[src/sfcr_pkg.sv]
`timescale 1ns / 1ps

package sfcr_pkg;

   localparam int DEFAULT_DEPTH = 4096;
   localparam int HDR_BYTES = 16;
   localparam int SUM_HDR_BYTES = 14;
   localparam int MAGIC_BYTES_N = 4;
   localparam logic [15:0] POS_MAX = 16'hFFFF;
   localparam int CSR_INDEX_W = 1;

   localparam logic [CSR_INDEX_W-1:0] CSR_ACCEPT_JSON = 1'b0;
   localparam logic [CSR_INDEX_W-1:0] CSR_ACCEPT_CBOR = 1'b1;

   localparam logic [7:0] ENC_JSON = 8'h01;
   localparam logic [7:0] ENC_CBOR = 8'h02;

   localparam logic [7:0] MAGIC_BYTES [MAGIC_BYTES_N] = '{8'h4F, 8'h54, 8'h72, 8'h6B};

   typedef enum logic [3:0] {
      ST_SEGMENT   = 4'd0,
      ST_COMPLETE  = 4'd1,
      ST_SHORT     = 4'd2,
      ST_MAGIC     = 4'd3,
      ST_ENCODING  = 4'd4,
      ST_CHECKSUM  = 4'd5,
      ST_DUPLICATE = 4'd6,
      ST_ORDER     = 4'd7,
      ST_REFUSED   = 4'd8,
      ST_OVERFLOW  = 4'd9
   } status_type;

   typedef struct packed {
      logic        func;
      logic [7:0]  data_byte;
      logic        end_of_datagram;
      logic [11:0] read_index;
   } req_type;

   typedef struct packed {
      status_type  status;
      logic [7:0]  encoding;
      logic [15:0] sequence_res;
      logic [31:0] offset_res;
      logic        last_res;
      logic [14:0] length_res;
      logic [12:0] message_length;
      logic [7:0]  read_data;
   } rsp_type;

   typedef struct packed {
      logic has_result;
      logic is_read;
      logic read_ok;
      logic mem_write;
   } frame_ctl_type;

endpackage

[src/sfcr_frame.sv]
`timescale 1ns / 1ps

module sfcr_frame #(
   parameter int REASM_DEPTH = sfcr_pkg::DEFAULT_DEPTH,
   localparam int ADDR_W = $clog2(2 * REASM_DEPTH)
) (
   input  logic                                clock,
   input  logic                                reset,
   input  logic                                csr_we,
   input  logic [sfcr_pkg::CSR_INDEX_W-1:0]    csr_index,
   input  logic                                csr_wdata,
   input  logic                                step,
   input  sfcr_pkg::req_type                   item,
   output sfcr_pkg::frame_ctl_type             ctl,
   output sfcr_pkg::rsp_type                   result,
   output logic [ADDR_W-1:0]                   wr_addr,
   output logic [ADDR_W-1:0]                   rd_addr
);

   import sfcr_pkg::*;

   localparam int LEN_W = $clog2(REASM_DEPTH + 1);
   localparam int SUM_W = (LEN_W > 16 ? LEN_W : 16) + 1;
   localparam int FIN_W = (LEN_W > 15 ? LEN_W : 15) + 1;

   logic [15:0]      pos_ff, pos_in;
   logic [7:0]       hdr_ff [HDR_BYTES];
   logic [7:0]       hdr_in [HDR_BYTES];
   logic             magic_ff, magic_in;
   logic [7:0]       lo_ff, lo_in, hi_ff, hi_in;
   logic             bank_ff, bank_in;
   logic [LEN_W-1:0] asm_ff, asm_in;
   logic [15:0]      prev_seq_ff, prev_seq_in;
   logic             prev_valid_ff, prev_valid_in;
   logic             json_ff, json_in, cbor_ff, cbor_in;

   logic             is_hdr, in_pay, sum_en, magic_view;
   logic [15:0]      pay_idx, pos_sat;
   logic [7:0]       lo_view, hi_view;
   logic [7:0]       enc;
   logic [15:0]      seq, cks;
   logic [31:0]      off;
   logic             last;
   logic [14:0]      len;
   logic             append, restart, wr_ok, wr_bank;
   logic [LEN_W-1:0] base;
   logic [SUM_W-1:0] wr_sum;
   logic [FIN_W-1:0] fin_total;
   logic             short_hdr, short_pay, over, dup, acc_ok, verdict, data_step;

   // Header bytes as they stand once the current word is taken in.
   always_comb begin
      hdr_in = hdr_ff;
      if (is_hdr && data_step) begin
         hdr_in[pos_ff[3:0]] = item.data_byte;
      end
   end

   assign is_hdr    = pos_ff < 16'(HDR_BYTES);
   assign data_step = step && !item.func;
   assign pos_sat   = (pos_ff != POS_MAX) ? pos_ff + 16'd1 : pos_ff;
   assign pay_idx   = pos_ff - 16'(HDR_BYTES);

   logic [7:0] hv [HDR_BYTES];
   always_comb begin
      hv = hdr_ff;
      if (is_hdr) begin
         hv[pos_ff[3:0]] = item.data_byte;
      end
   end

   assign enc  = hv[5];
   assign seq  = {hv[6], hv[7]};
   assign off  = {hv[8], hv[9], hv[10], hv[11]};
   assign last = hv[12][7];
   assign len  = {hv[12][6:0], hv[13]};
   assign cks  = {hv[14], hv[15]};

   assign in_pay = !is_hdr && (pay_idx < {1'b0, len});
   assign sum_en = (is_hdr && (pos_ff < 16'(SUM_HDR_BYTES))) || in_pay;
   assign lo_view = sum_en ? lo_ff + item.data_byte : lo_ff;
   assign hi_view = sum_en ? hi_ff + lo_view : hi_ff;
   assign magic_view = magic_ff &&
      !((pos_ff < 16'(MAGIC_BYTES_N)) && (item.data_byte != MAGIC_BYTES[pos_ff[1:0]]));

   assign append  = (off == 32'(asm_ff)) && (asm_ff != '0);
   assign restart = (off == 32'd0);
   assign base    = append ? asm_ff : '0;
   assign wr_sum  = SUM_W'(base) + SUM_W'(pay_idx);
   assign wr_ok   = wr_sum < SUM_W'(REASM_DEPTH);
   assign wr_bank = append ? bank_ff : ~bank_ff;
   assign wr_addr = (wr_bank ? ADDR_W'(REASM_DEPTH) : '0) + ADDR_W'(wr_sum);
   assign rd_addr = (bank_ff ? ADDR_W'(REASM_DEPTH) : '0) + ADDR_W'(item.read_index);

   assign ctl.has_result = item.func || item.end_of_datagram;
   assign ctl.is_read    = item.func;
   assign ctl.read_ok    = 32'(item.read_index) < 32'(REASM_DEPTH);
   assign ctl.mem_write  = !item.func && in_pay && (append || restart) && wr_ok;

   assign fin_total = FIN_W'(base) + FIN_W'(len);
   assign over      = fin_total > FIN_W'(REASM_DEPTH);
   assign short_hdr = pos_sat < 16'(HDR_BYTES);
   assign short_pay = {1'b0, pos_sat} < (17'(HDR_BYTES) + 17'(len));
   assign dup       = prev_valid_ff && (seq == prev_seq_ff);

   always_comb begin
      result = '0;
      acc_ok = 1'b0;
      if (!item.func) begin
         if (short_hdr) begin
            result.status = ST_SHORT;
         end else begin
            result.encoding     = enc;
            result.sequence_res = seq;
            result.offset_res   = off;
            result.last_res     = last;
            result.length_res   = len;
            if (!magic_view) begin
               result.status = ST_MAGIC;
            end else if (enc != ENC_JSON && enc != ENC_CBOR) begin
               result.status = ST_ENCODING;
            end else if (short_pay) begin
               result.status = ST_SHORT;
            end else if ({hi_view, lo_view} != cks) begin
               result.status = ST_CHECKSUM;
            end else if (dup) begin
               result.status = ST_DUPLICATE;
            end else begin
               acc_ok = 1'b1;
               if (!append && !restart) begin
                  result.status = ST_ORDER;
               end else if (over) begin
                  result.status = ST_OVERFLOW;
               end else if (!last) begin
                  result.status = ST_SEGMENT;
               end else if ((enc == ENC_JSON && json_ff) || (enc == ENC_CBOR && cbor_ff)) begin
                  result.status         = ST_COMPLETE;
                  result.message_length = 13'(fin_total);
               end else begin
                  result.status = ST_REFUSED;
               end
            end
         end
      end
   end

   assign verdict = data_step && item.end_of_datagram;

   always_comb begin
      pos_in        = pos_ff;
      magic_in      = magic_ff;
      lo_in         = lo_ff;
      hi_in         = hi_ff;
      bank_in       = bank_ff;
      asm_in        = asm_ff;
      prev_seq_in   = prev_seq_ff;
      prev_valid_in = prev_valid_ff;
      json_in       = json_ff;
      cbor_in       = cbor_ff;
      if (data_step) begin
         if (item.end_of_datagram) begin
            pos_in   = '0;
            magic_in = 1'b1;
            lo_in    = '0;
            hi_in    = '0;
         end else begin
            pos_in   = pos_sat;
            magic_in = magic_view;
            lo_in    = lo_view;
            hi_in    = hi_view;
         end
      end
      if (verdict && acc_ok) begin
         prev_seq_in   = seq;
         prev_valid_in = 1'b1;
         if ((!append && !restart) || over || last) begin
            asm_in = '0;
         end else begin
            asm_in = LEN_W'(fin_total);
         end
         if (!append && restart && !over) begin
            bank_in = ~bank_ff;
         end
      end
      if (csr_we) begin
         case (csr_index)
            CSR_ACCEPT_JSON: json_in = csr_wdata;
            CSR_ACCEPT_CBOR: cbor_in = csr_wdata;
            default: ;
         endcase
      end
   end

   always_ff @(posedge clock) begin
      hdr_ff <= hdr_in;
      if (reset) begin
         pos_ff        <= '0;
         magic_ff      <= 1'b1;
         lo_ff         <= '0;
         hi_ff         <= '0;
         bank_ff       <= 1'b0;
         asm_ff        <= '0;
         prev_seq_ff   <= '0;
         prev_valid_ff <= 1'b0;
         json_ff       <= 1'b1;
         cbor_ff       <= 1'b1;
      end else begin
         pos_ff        <= pos_in;
         magic_ff      <= magic_in;
         lo_ff         <= lo_in;
         hi_ff         <= hi_in;
         bank_ff       <= bank_in;
         asm_ff        <= asm_in;
         prev_seq_ff   <= prev_seq_in;
         prev_valid_ff <= prev_valid_in;
         json_ff       <= json_in;
         cbor_ff       <= cbor_in;
      end
   end

endmodule

[config.mk]
export PLATFORM = sky130hd
export DESIGN_NAME = sfcr_frame
export DESIGN_NICKNAME = d
export VERILOG_FILES = /design/src/sfcr_pkg.sv /design/src/sfcr_frame.sv
export SDC_FILE = /design/constraint.sdc
export NUM_CORES = 1
export LEC_CHECK = 0
export BUFFER_PORTS_ARGS = -buffer_cell sky130_fd_sc_hd__clkbuf_2
export CAP_MARGIN = 20
export CORE_MARGIN = 3
export CORE_UTILIZATION = 60
export DETAILED_ROUTE_END_ITERATION = 16
export PLACE_DENSITY_LB_ADDON = 0.08
export REMOVE_ABC_BUFFERS = 1
export SYNTH_ARGS = -nofsm -noshare
export SYNTH_HDL_FRONTEND = slang
export SYNTH_SLANG_ARGS = --single-unit
[constraint.sdc]
create_clock -name clock -period 22.5 [get_ports clock]
set_input_delay 3.375 -clock clock [delete_from_list [all_inputs] [get_ports clock]]
set_output_delay 3.375 -clock clock [all_outputs]
set_load 0.1 [all_outputs]
After elaboration in Yosys (flattened, before gate mapping)
Cells that the tools add are included.

$add $sub $neg: 9. Magnitude comparators: 11. Eq/ne operators: 9. Muxes and demuxes: 47. Bitwise operators: 4. Reduce and logical (&&, ||, !) cells: 37.

Operators by type and width (count): $mux W13 (13); $bwmux W128 (1); $mux W89 (1); $mux W88 (1); $mux W85 (1); $mux W8 (7); $mux W4 (10); $demux W8 S4 (1); $eq A32 B13 Y1 (1); $logic_not A32 Y1 (1); $lt A16 B5 Y1 const B (2); $mux W16 (2); $logic_and A1 B1 Y1 (20); $add A13 B16 Y17 (1); $lt A17 B13 Y1 const B (1); $add A13 B15 Y16 (1); $add A16 B1 Y16 const B (1); $add A5 B15 Y16 const A (1); $add A8 B8 Y8 (2); $bmux W8 S2 (1); $eq A16 B16 Y1 (1); $gt A16 B13 Y1 const B (1); $lt A16 B15 Y1 (1); $lt A16 B16 Y1 (1); 23 further kinds (44).

Bits in registers: 194. Input bits: 28. Output and inout port bits: 127. Logic and storage cells: 143.

Depth between registers and ports, before layout
Depth after elaboration: 22. Mapped depth: 40. Mapped depth without buffers: 33.

Worst setup path before layout
No wires, ideal clock.

Kind: input to output. Start: in item[19] (netlist bit). End: out result[13] (netlist bit). Arrival time: 11029 ps. Required time: 19125 ps. Setup slack: 8096 ps. Cell stages on the path: 32. Buffers on the path: 3. Cells stage by stage: clkbuf_1 -> buf_1 -> mux2i_1 -> o21ai_1 -> inv_1 -> ha_1 -> and4_1 -> nand3_1 -> nand2_1 -> o211ai_1 -> o221ai_1 -> a21oi_1 -> nor2_2 -> nand2_1 -> nand2_1 -> ha_1 -> inv_1 -> fa_1 -> nor2b_1 -> o21ai_0 -> a21boi_0 -> o21a_1 -> nor2_1 -> xnor2_1 -> xor2_1 -> nand4_1 -> a211o_1 -> nor3_2 -> and4_1 -> or4b_4 -> buf_2 -> nor3_1.

RTL lines: start, declared (RTL line sfcr_frame.sv:13) `input sfcr_pkg::req_type item,`; end, declared (RTL line sfcr_frame.sv:15) `output sfcr_pkg::rsp_type result,`.

==> summary.txt <==
Clocking
  – TritonCTS buffer count: 17
  – Worst skew pair latency: 0.44 ns
  – Cts hold-fix bufs: 0
  – H-tree depth: 4
  – Clock Path Buffers: 2
  – Clk pin slew, worst setup/hold paths: 0.07 ns
  – Clock root cell: clkbuf_16
  – Post-CTS sizing: 0
  – CTS tree: done
  – Sinks on Clock Net: 154
  – Post-CTS setup buffer count: 0

Logic synthesis
  – Unique masters post-synth: 85
  – Mapped cell area: 13,200 um^2
  – Mapped Cells: 1,634
  – Ys flop type: edfxtp_1
  – Post-synth EDFFs: 88
  – Seq/Total Area, Yosys: 29.9%
  – Ys Warns: 0
  – Yosys reg bits: 154
  – Ys async rst share: 0%
  – Synth Area per Inst: 8.10 um^2

Layout
  – Share of layout cells above drive strength 1: 13.9%
  – FILL cells: 1,797
  – Most common cell after layout, fill and taps aside: nor2_1
  – Diodes inserted: 0
  – Commonest non-fill, non-tap cells in the layout: 175 x nor2_1, 161 x nand2_1, 129 x a21oi_1, 121 x clkbuf_2, 111 x inv_1
  – Area grow syn2layout: 8.89%
  – Final Util: 67.5%
  – Post-layout nets: 1,787

Die
  – Die ar.: 23,900 um^2
  – DIE WIDTH: 155 um
  – Core area: 21,400 um^2
  – Starting density of the core: 62.0%
  – Ports: 155
  – Row cnt: 53
  – Chip height: 155 um

Detailed routing
  – Vias: 12,500
  – DRC: 0
  – Drt initial violations: 1,052
  – Final wirelength: 41,700 um
  – Routed Antenna Nets: 0
  – Detailed-route vias per instance: 6.32
  – WL/cell: 21.2 um
  – DR pass1 iterations: 6

Global route
  – Grt total ovfl: 0
  – Pin count of the biggest net entering global routing: 76
  – Initial antenna violation count: 1
  – GRT Total Usage: 34.2%
  – GRT busiest layer: met2
  – First-pass GRT wire length: 65,200 um
  – GR Util met1: 46.2%
  – GR Util met2: 55.5%
  – M3 GR Usage: 5.04%
  – Vias in the first global route: 11,800

Run
  – Max-Cap Viols: 0

Critical path
  – CP dominant cell by count: a21o_1
  – CP Capture Type: output port
  – CP startpoint: item[14]
  – Critical Path RT: 19.12 ns
  – CP peak stage delay: 0.57 ns
  – Reg2reg start: pos_ff[12]
  – Worst Path Max Fanout: 19
  – Critical path type: in -> out
  – Critical path launch point type: primary input
  – Data arrival, critical path: 10.84 ns
  – Slowest CP cell: or4b_4

Hold path
  – Worst min path class: reg -> reg
  – Hold Startpoint: prev_seq_ff[2]

STA
  – Final clock skew: 0.0215 ns
  – Worst Max-Slew Pin Slew: 1.05 ns
  – Fin Setup TNS: 0 ns
  – Hold Vio Cnt, Final: 0
  – Period utilization: 63.2%
  – Final setup fails: 0
  – Max Slew Vio Count: 0
  – Slew margin rel.: 29.9%
  – Highest clock rate: 70.4 MHz
  – Tmin final: 14.21 ns
  – RSZ-0062 raised after global routing: false

Pwr
  – Peak VDD IR: 0.0462 mV
  – Pleak: 6.48 nW
  – Power per cell area: 47.6 nW/um^2

Outcome
  – Status: finished clean

Placed design
  – Number of port buffers: 121
  – Post-DP HPWL: 30,500 um
  – RePlAce Congestion: 0.988
worst paths after layout:
kind	slack [ns]	to	depth (start not counted)
setup reg to reg	13.98	asm_ff[8]	29
hold / removal	0.46	prev_seq_ff[2]	2
setup / recovery	8.29	result[8]	31
hold reg to reg	0.46	prev_seq_ff[2]	2
metal layers:
layer,up-vias,wire length (um)
li1,5885,-
met1,5801,17400
met2,666,19200
met3,104,3520
met4,2,1650
met5,-,16
area by class of cell:
type,count,area [um^2],area share (%)
Multi-Input combinational cell,1260,8370,58.0
Sequential cell,154,3960,27.5
Timing Repair Buffer,136,718,4.98
Clock buffer,17,425,2.95
Inverter,113,424,2.94
Tap cell,275,344,2.39
Clock inverter,15,171,1.19
worst max-delay path, delay by kind of cell:
kind | cells | cell delay (ns)
AND/OR/NAND/NOR | 11 | 2.44
AO/OA/AOI/OAI | 11 | 2.42
buffers and inverters | 3 | 0.95
adder cells (fa/ha/maj) | 3 | 0.93
XOR/XNOR | 2 | 0.38
multiplexers | 1 | 0.32
where the power goes:
| group | leakage, nW | switching, mW | total [mW] | internal [mW] |
|---|---|---|---|---|
| Combinational | 4.85 | 0.0570 | 0.0827 | 0.0257 |
| Clock | 0.292 | 0.143 | 0.293 | 0.150 |
| Sequential | 1.34 | 0.00545 | 0.311 | 0.305 |
sequential cells by signal, indices dropped and copies added, names as in the netlist:
signal / count
json_ff: 1
lo_ff: 8
bank_ff: 1
prev_valid_ff: 1
magic_ff: 1
asm_ff: 13
hi_ff: 8
prev_seq_ff: 16
cbor_ff: 1
pos_ff: 16
hdr_ff: 88
synthesized netlist by cell type, drive strengths merged, types with 16 or more instances:
| master | n | area share, % |
|---|---|---|
| nor4 | 26 | 1.4 |
| dfxtp | 66 | 10 |
| a21o | 24 | 1.4 |
| o21ai | 51 | 1.9 |
| a21oi | 129 | 4.9 |
| mux2i | 65 | 4.9 |
| clkbuf | 71 | 2.0 |
| a22oi | 27 | 1.5 |
| inv | 112 | 3.2 |
| and2 | 18 | 0.87 |
| nand2 | 162 | 4.6 |
| xor2 | 30 | 2.0 |
| buf | 43 | 2.1 |
| nor2 | 177 | 5.0 |
| nand3 | 39 | 1.5 |
| nand4 | 16 | 0.76 |
| nand2b | 38 | 1.8 |
| ha | 73 | 6.9 |
| nor3 | 55 | 2.3 |
| edfxtp | 88 | 20 |
| mux2 | 32 | 2.8 |
| xnor2 | 76 | 5.0 |
stage by stage:
stage               power (mW)  cell area (um^2)  hold slack, ns  setup WS (ns)  instances
finish                   0.686             14400           0.464           8.29       1970
global route             0.707             14400           0.485           7.64       1970
CTS                      0.687             14400           0.466           8.39       1970
detailed placement       0.398             13800           0.456           8.40       1938
global placement         0.396             13800           0.449           8.67       1938
floorplan                0.372             12700           0.438           8.49       1527
cells by family after synthesis:
| logic type | after synthesis | share of synthesized area [%] |
|---|---|---|
| flip-flops | 154 | 29.9 |
| XOR/XNOR | 106 | 7.01 |
| other | 2 | 0.0567 |
| buffers and inverters | 227 | 7.27 |
| adder cells (fa/ha/maj) | 79 | 7.66 |
| AO/OA/AOI/OAI | 341 | 16.6 |
| multiplexers | 97 | 7.67 |
| AND/OR/NAND/NOR | 628 | 23.8 |
No activity file was read; power rests on OpenSTA's default activity.
